**src/rtl/wfc_pkg.sv**
```systemverilog
// ----------------------------------------------------------------------------
// Word frequency counter package
// Shared constants, types and a helper function for the word counter.
// ----------------------------------------------------------------------------
package wfc_pkg;

   localparam int Buckets   = 128;
   localparam int Ways      = 4;
   localparam int MaxWord   = 26;
   localparam int CountBits = 32;

   localparam int BucketBits = $clog2(Buckets);
   localparam int WayBits    = (Ways > 1) ? $clog2(Ways) : 1;
   localparam int EntryBits  = BucketBits + WayBits;
   localparam int Entries    = Buckets * Ways;
   localparam int CharBits   = (MaxWord > 1) ? $clog2(MaxWord) : 1;
   localparam int LenBits    = 6;
   localparam int QueueDepth = 4;
   localparam int QueueBits  = $clog2(QueueDepth);

   localparam logic [7:0] Delim = 8'd32;
   localparam logic [BucketBits-1:0] HashStart = BucketBits'(5381 % Buckets);

   localparam logic [1:0] StatusHit  = 2'd0;
   localparam logic [1:0] StatusNew  = 2'd1;
   localparam logic [1:0] StatusFull = 2'd2;
   localparam logic [1:0] StatusLong = 2'd3;

   typedef struct packed {
      logic [BucketBits-1:0] bucket;
      logic [LenBits-1:0]    length;
      logic                  over;
      logic                  last;
      logic [MaxWord*8-1:0]  chars;
   } word_type;

   typedef enum logic [2:0] {
      ST_IDLE, ST_CLEAR, ST_READ, ST_CMP, ST_WRITE, ST_OUT
   } state_type;

   function automatic logic [7:0] fold(input logic [7:0] c);
      logic [7:0] r;
      r = c;
      if (c >= 8'd65 && c <= 8'd90) r = c + 8'd32;
      return r;
   endfunction

endpackage

```
**src/rtl/wfc_queue.sv**
```systemverilog
// ----------------------------------------------------------------------------
// Word frequency counter word queue
// Short FIFO that decouples word collection from the table search.
// ----------------------------------------------------------------------------
module wfc_queue (
   input  logic              clock,
   input  logic              reset,
   input  logic              push,
   output logic              not_full,
   input  wfc_pkg::word_type push_data,
   output logic              not_empty,
   input  logic              pop,
   output wfc_pkg::word_type pop_data
);

   wfc_pkg::word_type             mem_ff [wfc_pkg::QueueDepth];
   logic [wfc_pkg::QueueBits-1:0] wr_ff, rd_ff;
   logic [wfc_pkg::QueueBits:0]   cnt_ff;

   assign not_full  = cnt_ff != (wfc_pkg::QueueBits+1)'(wfc_pkg::QueueDepth);
   assign not_empty = cnt_ff != '0;
   assign pop_data  = mem_ff[rd_ff];

   always_ff @(posedge clock) begin
      if (reset) begin
         wr_ff  <= '0;
         rd_ff  <= '0;
         cnt_ff <= '0;
      end else begin
         if (push) wr_ff <= wr_ff + 1'b1;
         if (pop)  rd_ff <= rd_ff + 1'b1;
         cnt_ff <= cnt_ff + (wfc_pkg::QueueBits+1)'(push) - (wfc_pkg::QueueBits+1)'(pop);
      end
      if (push) mem_ff[wr_ff] <= push_data;
   end

endmodule

```
**config.mk**
```make
export PLATFORM = sky130hd
export DESIGN_NAME = wfc_queue
export DESIGN_NICKNAME = d
export VERILOG_FILES = /design/src/rtl/wfc_pkg.sv /design/src/rtl/wfc_queue.sv
export SDC_FILE = /design/constraint.sdc
export NUM_CORES = 1
export LEC_CHECK = 0
export ABC_AREA = 0
export BUFFER_PORTS_ARGS = -buffer_cell sky130_fd_sc_hd__buf_2
export CORE_AREA = 2 2 309 311
export DETAILED_ROUTE_END_ITERATION = 6
export DIE_AREA = 0 0 311 313
export GPL_ROUTABILITY_DRIVEN = 1
export SLEW_MARGIN = 0
export SYNTH_ARGS = -nofsm -noshare
export SYNTH_HDL_FRONTEND = slang
export SYNTH_SLANG_ARGS = --single-unit
```
**constraint.sdc**
```tcl
create_clock -name clock -period 8.3 [get_ports clock]
set_input_delay 0 -clock clock [delete_from_list [all_inputs] [get_ports clock]]
set_output_delay 0 -clock clock [all_outputs]
set_load 0.01 [all_outputs]
```
==> results.sh <==
export IMPL_placementRows=113
export IMPL_wl_per_cell_um=20.43
export IMPL_grt_pass1_wl_um=102900
export IMPL_grt_pass1_vias=17279
export IMPL_fillers=8096
export IMPL_syn_area_per_cell_um2=27.08
export IMPL_syn_area_um2=32710
export IMPL_hold_start="push_data[36]"
export IMPL_clk_path_buf_depth=3
export IMPL_routed_via_density=4.698
export IMPL_grt_usage_pct=13.79
export IMPL_finClkSkew_ps=21.58
export IMPL_die_width_um=311
export IMPL_tritoncts="done"
export IMPL_finalMaxSlewViolations=0
export IMPL_yosysMostFrequentCell="edfxtp_1"
export IMPL_htreeDepth=3
export IMPL_ctsResizeCount=0
export IMPL_vdd_drop_max_uv=203.1
export IMPL_multi_input_area_um2=5358
export IMPL_finalCritPeriodShare_pct=37.37
export IMPL_numCtsBuffers=94
export IMPL_synth_seq_cells=901
export IMPL_io_buffers=451
export IMPL_place_hpwl_um=38710
export IMPL_die_y_um=313
export IMPL_cp_end_kind="output port"
export IMPL_firstDrtPassIters=5
export IMPL_overflow=0
export IMPL_yosysTopAreaCellShare_pct=81.88
export IMPL_reg2reg_from="wr_ff[0]$_SDFFE_PP0P_"
export IMPL_drcViolationCount=0
export IMPL_clock_tree_root_cell="clkbuf_16"
export IMPL_vias=15462
export IMPL_worstPathRequired_ps=8300
export IMPL_antenna_found_initial=7
export IMPL_cp_max_fo=103
export IMPL_p_leak_uw=0.01394
export IMPL_worstHoldPathType="input port to flop"
export IMPL_start_kind="flop"
export IMPL_powerDensity_nw_per_um2=246.5
export IMPL_max_cap_viol_count=0
export IMPL_gp_congestion=0.7263
export IMPL_place_area_um2=36370
export IMPL_core_area_um2=94160
export IMPL_finalSetupTns_ps=0
export IMPL_cts_setup_buffers=0
export IMPL_cp_arrival_ps=3100
export IMPL_netlist_top_cells_count="edfxtp_1 (892), mux4_2 (199), buf_2 (24), mux4_1 (24), buf_6 (18)"
export IMPL_final_hold_violation_count=0
export IMPL_slew_headroom_pct=32.21
export IMPL_fin_ws_ps=5199
export IMPL_start_util_pct=34.74
export IMPL_stdcell_area_um2=41600
export IMPL_nNetsFinal=2178
export IMPL_totalWireLength_um=67250
export IMPL_cts_sinks=901
export IMPL_regArea_um2=26970
export IMPL_path_class="flop to output port"
export IMPL_rsz0062_at_grt="false"
export IMPL_pre_cts_ws_ps=5647
export IMPL_ctsHoldBuffers=228
export IMPL_synthFlopType="edfxtp_1"
export IMPL_grt_max_degree=124
export IMPL_io_pins=452
export IMPL_die_area_um2=97340
export IMPL_synth_cell_types=22
export IMPL_cts_clk_slew_worst_paths_ps=60
export IMPL_yosysSeqAreaShare_pct=82.44
export IMPL_drtIter0Drc=1067
export IMPL_synthTopCellsByArea="edfxtp_1 (82%), mux4_2 (14%), mux4_1 (1.9%), buf_6 (0.62%), dfxtp_1 (0.55%)"
export IMPL_finalSetupViolCount=0
export IMPL_syn_inst=1208
export IMPL_ant_nets=0
export IMPL_insertion_delay_ps=650
export IMPL_p_total_uw=10260
export IMPL_post_route_min_period_ps=3101
export IMPL_yosys_warnings=0
export IMPL_status="complete, no violations"
export IMPL_area_delta_synth_final_pct=27.18
export IMPL_final_layout_size_suffix_gt1_share_pct=39.10
export IMPL_worstMarginPinSlew_ps=1017
export IMPL_synth_top_area_cell="edfxtp_1"
export IMPL_async_flop_share_pct=0
export IMPL_synth_edf_count=892
export IMPL_fmax_ghz=0.3224
export IMPL_synth_fp_nets=1442
stage by stage:
step           std cells  hold slack [ps]  utilization [%]
2_1_floorplan       1208            98.87                -
3_3_place_gp        2885            208.2            38.62
3_5_place_dp        2885            215.3            38.62
4_1_cts             3288            20.78            44.17
5_1_grt             3291            49.84            44.18
6_report            3291            94.88            44.18
power breakdown:
| group | internal (uW) | switching, uW |
|---|---|---|
| logic | 479 | 529 |
| clock network | 2290 | 1660 |
| registers | 5240 | 59.1 |
| total | 8000 | 2250 |
cell families after synthesis:
group / Yosys count / synth area share (%)
and+or+nand+nor: 15 / 0.2295
DFF: 901 / 82.44
adders and majority gates: 7 / 0.2907
buffers and inverters: 56 / 1.216
AOI/OAI and AO/OA: 2 / 0.04589
muxes: 224 / 15.66
xor gates and xnor gates: 3 / 0.1224
path summary, 6_finish.rpt:
kind / cells after the start / to / slack (ps)
worst max register to register: 4 / mem_ff[0][158]$_DFFE_PP_ / 5690
worst max-delay path: 3 / pop_data[149] / 5200
worst min-delay path: 2 / mem_ff[3][36]$_DFFE_PP_ / 90
worst min register to register: 2 / flop / 530
worst max-delay path: stages (launching register included):
cell and delay [ps]:
dfxtp_4 730, buf_12 590, mux4_1 680, buf_2 160
layer usage:
layer | up-vias | wire, um | GRT usage [%]
met1 | 8127 | 26720 | 16.85
met4 | 8 | 1101 | 3.480
li1 | 6779 | - | -
met5 | - | 57 | 0
met2 | 460 | 33660 | 23.04
met3 | 88 | 5710 | 5.353
sequential cells by signal, indices dropped and copies added, names as in the netlist, named ones only:
| register | cells |
|---|---|
| wr_ff | 2 |
| rd_ff | 2 |
| mem_ff | 892 |
| cnt_ff | 3 |
layout make-up:
type | count | area share, %
Clock buffer | 122 | 6.009
Antenna cell | 3 | 0.01804
Sequential cell | 901 | 64.83
Multi-Input combinational cell | 251 | 12.88
Timing Repair Buffer | 691 | 11.34
Clock inverter | 53 | 1.074
Tap cell | 1265 | 3.804
Inverter | 5 | 0.04511
placed cells by master, fill, tap and decap left out, types with 3 or more instances in the layout:
master,synthesis,final
edfxtp_1,892,892
buf_2,24,451
dlygate4sd3_1,0,228
mux4_2,199,199
clkbuf_16,0,96
clkinv_1,0,27
clkbuf_1,7,26
mux4_1,24,24
clkinv_2,0,9
nor2_1,7,7
dfxtp_1,9,7
buf_12,0,7
ha_1,6,6
inv_1,5,5
bufinv_16,0,5
buf_4,0,5
and2_4,0,4
clkinv_4,0,4
diode_2,0,3
Power figures use the tool's default switching activity.
