<file path="src/rtl/wfc_pkg.sv">
// ----------------------------------------------------------------------------
// Word frequency counter package
// Shared constants, types and a helper function for the word counter.
// ----------------------------------------------------------------------------
package wfc_pkg;

   localparam int Buckets   = 128;
   localparam int Ways      = 4;
   localparam int MaxWord   = 26;
   localparam int CountBits = 32;

   localparam int BucketBits = $clog2(Buckets);
   localparam int WayBits    = (Ways > 1) ? $clog2(Ways) : 1;
   localparam int EntryBits  = BucketBits + WayBits;
   localparam int Entries    = Buckets * Ways;
   localparam int CharBits   = (MaxWord > 1) ? $clog2(MaxWord) : 1;
   localparam int LenBits    = 6;
   localparam int QueueDepth = 4;
   localparam int QueueBits  = $clog2(QueueDepth);

   localparam logic [7:0] Delim = 8'd32;
   localparam logic [BucketBits-1:0] HashStart = BucketBits'(5381 % Buckets);

   localparam logic [1:0] StatusHit  = 2'd0;
   localparam logic [1:0] StatusNew  = 2'd1;
   localparam logic [1:0] StatusFull = 2'd2;
   localparam logic [1:0] StatusLong = 2'd3;

   typedef struct packed {
      logic [BucketBits-1:0] bucket;
      logic [LenBits-1:0]    length;
      logic                  over;
      logic                  last;
      logic [MaxWord*8-1:0]  chars;
   } word_type;

   typedef enum logic [2:0] {
      ST_IDLE, ST_CLEAR, ST_READ, ST_CMP, ST_WRITE, ST_OUT
   } state_type;

   function automatic logic [7:0] fold(input logic [7:0] c);
      logic [7:0] r;
      r = c;
      if (c >= 8'd65 && c <= 8'd90) r = c + 8'd32;
      return r;
   endfunction

endpackage

</file>
<file path="src/rtl/wfc_front.sv">
// ----------------------------------------------------------------------------
// Word frequency counter front end
// Collects bytes into words, hashes them and hands each word on.
// ----------------------------------------------------------------------------
module wfc_front (
   input  logic              clock,
   input  logic              reset,
   input  logic              in_valid,
   output logic              in_ready,
   input  logic [7:0]        in_byte,
   input  logic              in_end,
   output logic              word_valid,
   input  logic              word_ready,
   output wfc_pkg::word_type word_data
);

   logic [wfc_pkg::MaxWord*8-1:0]    chars_ff, chars_in;
   logic [wfc_pkg::LenBits-1:0]      len_ff, len_in;
   logic                             over_ff, over_in;
   logic [wfc_pkg::BucketBits-1:0]   hash_ff, hash_in;
   logic                             is_char, close, take;
   logic [wfc_pkg::LenBits-1:0]      new_len;
   logic [wfc_pkg::BucketBits+5:0]   prod;

   assign in_ready = word_ready;
   assign take     = in_valid && in_ready;
   assign is_char  = in_byte != wfc_pkg::Delim;
   assign new_len  = (is_char && len_ff != '1) ? len_ff + 1'b1 : len_ff;
   assign close    = (!is_char || in_end) && new_len != '0;
   assign prod     = {6'd0, hash_ff} * (wfc_pkg::BucketBits+6)'(33)
                     + (wfc_pkg::BucketBits+6)'(wfc_pkg::fold(in_byte));

   always_comb begin
      chars_in = chars_ff;
      over_in  = over_ff;
      hash_in  = hash_ff;
      if (is_char) begin
         if (32'(len_ff) < wfc_pkg::MaxWord) begin
            chars_in[len_ff*8 +: 8] = in_byte;
         end else begin
            over_in = 1'b1;
         end
         hash_in = prod[wfc_pkg::BucketBits-1:0];
      end
      len_in = new_len;
      word_data.bucket = hash_in;
      word_data.length = new_len;
      word_data.over   = over_in;
      word_data.last   = in_end;
      word_data.chars  = chars_in;
      if (close) begin
         len_in  = '0;
         over_in = 1'b0;
         hash_in = wfc_pkg::HashStart;
      end
   end

   assign word_valid = take && close;

   always_ff @(posedge clock) begin
      if (reset) begin
         len_ff  <= '0;
         over_ff <= 1'b0;
         hash_ff <= wfc_pkg::HashStart;
      end else if (take) begin
         len_ff  <= len_in;
         over_ff <= over_in;
         hash_ff <= hash_in;
      end
      if (take) chars_ff <= chars_in;
   end

endmodule

</file>
<file path="config.mk">
export PLATFORM = sky130hd
export DESIGN_NAME = wfc_front
export DESIGN_NICKNAME = d
export VERILOG_FILES = /design/src/rtl/wfc_pkg.sv /design/src/rtl/wfc_front.sv
export SDC_FILE = /design/constraint.sdc
export NUM_CORES = 1
export LEC_CHECK = 0
export BUFFER_PORTS_ARGS = -buffer_cell sky130_fd_sc_hd__buf_2
export CAP_MARGIN = 20
export CORE_MARGIN = 1.5
export CORE_UTILIZATION = 50
export DETAILED_ROUTE_END_ITERATION = 7
export GPL_TIMING_DRIVEN = 0
export MAX_ROUTING_LAYER = met4
export PLACE_DENSITY = 0.74
export SYNTH_ARGS = -nofsm -noshare
export SYNTH_HDL_FRONTEND = slang
export SYNTH_SLANG_ARGS = --single-unit
export TNS_END_PERCENT = 1
</file>
<file path="constraint.sdc">
create_clock -name clock -period 6.8 [get_ports clock]
set_input_delay 0.34 -clock clock [delete_from_list [all_inputs] [get_ports clock]]
set_output_delay 0.34 -clock clock [all_outputs]
set_load 0.01 [all_outputs]
</file>
==> impl_results.md, run 1 <==
- Pwr Density: 243 mW/mm²
- Mapped Area: 0.0109 mm²
- Die X: 151 µm
- IO Port Bufs: 237
- Layout cells sized above 1: 43.1%
- P&R area growth vs syn: 21.8%
- Syn avg cell area: 13.8 µm²
- RSZ-0062 raised after global routing: no
- Post-Syn Nets: 819
- Maximum VDD drop: 0.169 mV
- Cell count after synthesis: 790
- Most numerous cell in the Yosys netlist: edfxtp_1
- Crit path cell chain: buf_1 > inv_1 > ha_1 > buf_6 > o21bai_1 > a211o_1 > nor4_4 > nand3_1 > nor2_1 > mux2_2 > buf_2
- Num rows: 53
- Area contributors post-synth: edfxtp_1 57%, mux2_2 16%, dfxtp_1 2.6%
- Min-delay worst type: in2reg
- Die height: 151 µm
- Critical path's slowest cell: nor2_1
- Least-Margin Pin Slew: 0.947 ns
- Fin. Hold Viols: 0
- Cell Count, Final, Fillers Out: 1349
- Synthesized flop and latch total: 222
- Via count: 7482
- Delay-heaviest family, CP: simple AND/OR/NAND/NOR gates
- Reg clk slew, reported paths: 0.06 ns
- Register area share after synthesis: 59.9%
- CP max stage delay: 0.80 ns
- Layout net count: 1085
- Dpl hpwl: 19.1 mm
- Diode count: 0
- CP Max Fanout: 10
- Clock Latency Late Sink: 0.51 ns
- Status: complete, no violations
- CORE AREA: 0.0212 mm²
- Dominant cell type by area after synthesis: edfxtp_1
- Top-area cell type share of the netlist area: 57.3%
- Clk root buf: clkbuf_16
- Fmax: 0.197 GHz
- Synth Flop Type: edfxtp_1
- Critical path capture point type: primary output
- Hold buffers post-CTS: 0
- WL/cell: 20.4 µm
- Residual DRC count: 0
- WHS: 0.135 ns
- CP Class: reg2out
- Largest net degree at the start of global routing: 89
- Fin crit period: 5.06 ns
- Final Slew Violations: 0
- Switching Fraction: 23.2%
- Kind of start point of the critical path: register
- # clock sinks: 222
- Fin area: 0.0133 mm²
- Clock Skew: 0.0110 ns
- DRT Pass-1 Iters: 5
- Crit share post-route: 74.5%
- Synthesis warning total: 0
- EDFF count, synth: 208
- WP data required: 6.46 ns
- DP Area: 0.0125 mm²
- Post_cts resized: 0
- First-pass GRT wire length: 41.6 mm
- Commonest cells in the netlist: 208 x edfxtp_1, 153 x mux2_2, 69 x nand2_1, 30 x clkbuf_1, 30 x nor2_1
- Combinational power share: 11.0%
- Ys async rst share: 0%
- Net switching power: 749 µW
- Initial antenna violation count: 0
- Initial DRC Count: 421
- I/O pins: 238
- Vias in the first global route: 7342
- Max_cap viols: 0
- GPL Wtd Cong: 0.887
- Pint: 2.47 mW
- Antenna Nets Post-Route: 0
- Post-CTS Setup Bufs: 0
- LEAKAGE: 5.18 nW
- Clk network pwr share: 40.3%
- Buf+Inv Stages, Crit Path: 4
- Gr usage total: 24.7%
- Yosys cell types: 54
- CP arrival: 4.72 ns
- Final wirelength: 27.6 mm
- Reg2Reg Setup Slack: 2.47 ns
- Placed cells: 1304
- Htree depth: 1
- Total chip power: 3.22 mW
- Endpoints failing setup: 0
- GRT overflow: 0
- Deepest clock path buffer count: 3
- CTS tree: yes
- Rel. slew slack: 36.4%
- CTS buffer count: 24
- Die ar.: 0.0227 mm²
- Register share of total power: 48.7%
- Post-DR vias/cell: 5.55
- Initial Utilization: 51.4%
power by group through the flow:
stage	clock network (mW)	logic [mW]	registers, mW
floorplan	0	0.219	1.60
global placement	0	0.345	1.61
detailed placement	0	0.355	1.60
CTS	1.32	0.357	1.57
global route	1.37	0.389	1.57
finish	1.30	0.354	1.57
layout make-up:
class	count	area (µm²)
Sequential cell	222	6530
Buffer	46	219
Fill cell	1670	7940
Inverter	22	87.6
Clock inverter	11	126
Tap cell	275	344
Multi-Input combinational cell	500	4080
Clock buffer	33	656
Timing Repair Buffer	240	1250
through the flow:
step	TNS, ns	utilization, %	worst slack [ns]
2_1_floorplan	0	-	0.618
3_3_place_gp	-437.21	58.6	-2.04
3_5_place_dp	0	58.9	2.05
4_1_cts	0	62.6	1.49
5_1_grt	0	62.6	1.48
6_report	0	62.6	1.74
sequential cells by signal, indices dropped and copies added, names as in the netlist:
signal    flops
chars_ff    208
len_ff        6
hash_ff       7
over_ff       1
path summary, 6_finish.rpt:
check                   to  startpoint  depth (start not counted)
max          word_data[63]   len_ff[0]                         11
min             hash_ff[1]       reset                          2
max reg2reg   chars_ff[63]   len_ff[0]                         10
min reg2reg        over_ff     over_ff                          2
cells by family (layout without fill, tap and decap cells):
| logic type | Yosys count | count (layout) | synth area share, % |
|---|---|---|---|
| flip-flops | 222 | 222 | 59.9 |
| AND/OR/NAND/NOR | 209 | 209 | 10.7 |
| multiplexers | 190 | 190 | 19.8 |
| AO/OA/AOI/OAI | 69 | 69 | 3.73 |
| buffers and inverters | 68 | 352 | 2.77 |
| adder cells (fa/ha/maj) | 16 | 16 | 1.90 |
| XOR/XNOR | 16 | 16 | 1.29 |
routing by layer:
layer | up-vias | GRT usage (%) | share of wire (%)
met3 | 33 | 5.88 | 8.3
li1 | 3504 | - | -
met4 | 0 | 5.63 | 1.8
met2 | 283 | 38.5 | 47
met5 | - | - | 0
met1 | 3662 | 33.0 | 43
cell usage in the layout (no fill, tap or decap), types with 6 or more instances in the layout:
cell type    n
mux2_2     153
clkbuf_1    38
xor2_1       7
nand2_1     69
inv_1       21
o21ai_1     11
mux2_1      18
dfxtp_1     14
buf_2      245
mux2i_1     11
nor2_1      30
nor3_1      11
ha_1        15
o21ai_0     26
clkbuf_16   25
nor4_1       6
and3_1      16
nor3_2       6
xnor2_1      9
nand3_1     18
mux2_4       8
edfxtp_1   208
a21oi_1     10
and2_1      26
No activity file was read; power rests on OpenSTA's default activity.
==> run 2: changes to the inputs <==
==> constraint.sdc (replaced) <==
create_clock -name clock -period 5.1 [get_ports clock]
set_input_delay 0.255 -clock clock [delete_from_list [all_inputs] [get_ports clock]]
set_output_delay 0.255 -clock clock [all_outputs]
set_load 0.01 [all_outputs]
==> run 2 against run 1 <==
Net effect: critical path depth up 1; power up 31%; first-iteration DRC count up 28%; cell count about the same; wire length down 0.59%; count of clock-buffer cells in the layout unchanged; core utilization down 0.14 points; combinational power up 32%; clock skew up 0.015 ns; register-to-register slack worse by 1.4 ns; die area unchanged; sequential share of layout area up 0.11 points.
==> impl_results.md, run 2 (synthesis results as in run 1) <==
- Commonest non-fill, non-tap cell in the layout: buf_2 (unchanged)
- Maximum VDD drop: 0.301 mV (was 0.169 mV)
- RSZ-0062 raised after global routing: no (unchanged)
- Rel. slew slack: 35.4% (was 36.4%)
- Layout net count: 1085 (unchanged)
- DRT Pass-1 Iters: 5 (unchanged)
- Die ar.: 0.0227 mm² (unchanged)
- Status: complete, no violations (unchanged)
- # clock sinks: 222 (unchanged)
- Antenna Nets Post-Route: 0 (unchanged)
- Endpoints failing setup: 0 (unchanged)
- P&R area growth vs syn: 21.5% (was 21.8%)
- CP Max Fanout: 10 (unchanged)
- Cell Count, Final, Fillers Out: 1350 (was 1349)
- Top Registers: chars_ff: 208 flops, hash_ff: 7 flops, len_ff: 6 flops (unchanged)
- CTS tree: yes (unchanged)
- CP Class: reg2out (unchanged)
- Largest net degree at the start of global routing: 116 (was 89)
- Fmax: 0.215 GHz
- IO Port Bufs: 237 (unchanged)
- LEAKAGE: 5.16 nW (was 5.18 nW)
- Max reg flops: 208 (unchanged)
- Residual DRC count: 0 (unchanged)
- Initial DRC Count: 539 (was 421)
- Max_cap viols: 0 (unchanged)
- Post-route setup TNS: 0 ns (unchanged)
- Clock Latency Late Sink: 0.54 ns (was 0.51 ns)
- Num rows: 53 (unchanged)
- Initial Utilization: 51.4% (unchanged)
- Diode count: 0 (unchanged)
- First-pass GRT wire length: 41.2 mm (was 41.6 mm)
- Pwr Density: 319 mW/mm² (was 243 mW/mm²)
- Die height: 151 µm (unchanged)
- CORE AREA: 0.0212 mm² (unchanged)
- Placed cells: 1303 (was 1304)
- Deepest clock path buffer count: 3 (unchanged)
- I/O pins: 238 (unchanged)
- Most frequent cells in the layout: 244 x buf_2, 208 x edfxtp_1, 153 x mux2_2 (was 245 x buf_2, 208 x edfxtp_1, 153 x mux2_2)
- Biggest register: chars_ff (unchanged)
- Die X: 151 µm (unchanged)
- Crit share post-route: 91.4%
- Initial antenna violation count: 0 (unchanged)
- Vias in the first global route: 7239 (was 7342)
- Post-DR vias/cell: 5.51 (was 5.55)
- Final wirelength: 27.4 mm (was 27.6 mm)
- Gr usage total: 24.4% (was 24.7%)
- Critical path capture point type: primary output (unchanged)
- GRT overflow: 0 (unchanged)
- Final Slew Violations: 0 (unchanged)
- WL/cell: 20.3 µm (was 20.4 µm)
- Fin. Hold Viols: 0 (unchanged)
- Reg clk slew, reported paths: 0.06 ns (about the same)
- Clk root buf: clkbuf_16 (unchanged)
- Clock Skew: 0.0259 ns (was 0.0110 ns)
- Htree depth: 1 (unchanged)
- Dpl hpwl: 18.8 mm (was 19.1 mm)
- CTS buffer count: 25 (was 24)
- Least-Margin Pin Slew: 0.961 ns (was 0.947 ns)
- Fillers: 1697 (was 1670)
- Min-delay worst type: in2reg (unchanged)
- CP arrival: 4.41 ns (was 4.72 ns)
- Kind of start point of the critical path: register (unchanged)
- WP data required: 4.85 ns (was 6.46 ns)
- GPL Wtd Cong: 0.921 (was 0.887)
- Fin crit period: 4.66 ns
- Via count: 7441 (was 7482)
- Post-CTS Setup Bufs: 0 (unchanged)
- Layout cells sized above 1: 43.3% (was 43.1%)
==> run 2: layout make-up <==
type,instances,area (µm²),share of cell area (%)
flip-flops and latches,222,6530,49.2
multi-input cells,500,4090,30.8
repair buffers,239,1220,9.23
clock buffers,33,656,4.95
well taps,275,344,2.60
plain buffers,46,220,1.66
clock inverters,13,101,0.765
inverters,22,95.1,0.718
==> run 2: worst max-delay path: stages, from the launching register on <==
cell and delay, ns:
dfxtp_1 0.39, clkbuf_2 0.32, inv_1 0.18, ha_1 0.24, buf_6 0.13, o21bai_1 0.17, a211o_1 0.37, or4_1 0.48
clkbuf_1 0.22, nor4_2 0.55, buf_2 0.32, mux2_2 0.37, buf_2 0.14
==> run 2: what timing repair did <==
item	in CTS	in global routing
endpoints found under the hold margin	2	0
cloned	0	0
resized for setup	1	2
hold buffers	1	0
endpoints found under the setup margin	6	91
==> run 2: layer usage <==
layer	up-vias	track usage (%)	share of wire [%]
li1	3478	-	-
met1	3653	33.3	43
met2	276	38.1	47
met3	34	5.18	8.3
met4	0	4.85	1.7
met5	-	-	0
==> run 2: worst paths after layout <==
kind	startpoint	endpoint	slack (ns)	depth (start not counted)
setup reg to reg	len_ff[0]	chars_ff[95]	1.12	11
hold / removal	in_end	len_ff[1]	0.07	4
hold reg to reg	hash_ff[6]	hash_ff[6]	0.52	2
setup / recovery	len_ff[0]	word_data[95]	0.44	12
==> run 2: power by group <==
part | total (mW) | internal [mW] | leakage, nW | switching [mW]
clock network | 1.67 | 0.959 | 0.369 | 0.708
registers | 2.09 | 2.07 | 2.07 | 0.0190
logic | 0.469 | 0.175 | 2.73 | 0.294
total | 4.23 | 3.21 | 5.16 | 1.02
==> run 2: through the flow <==
stage               worst slack, ns  power (mW)  hold WS [ns]  cell area, µm²  utilization, %
global placement              0.344        2.59         0.484           12400            58.6
CTS                         0.00856        4.27        0.0497           13200            62.4
floorplan                      1.40        2.42         0.334           10900               -
detailed placement            0.401        2.60         0.507           12500            58.8
global route                  0.232        4.37        0.0617           13300            62.4
finish                        0.439        4.23        0.0726           13300            62.4
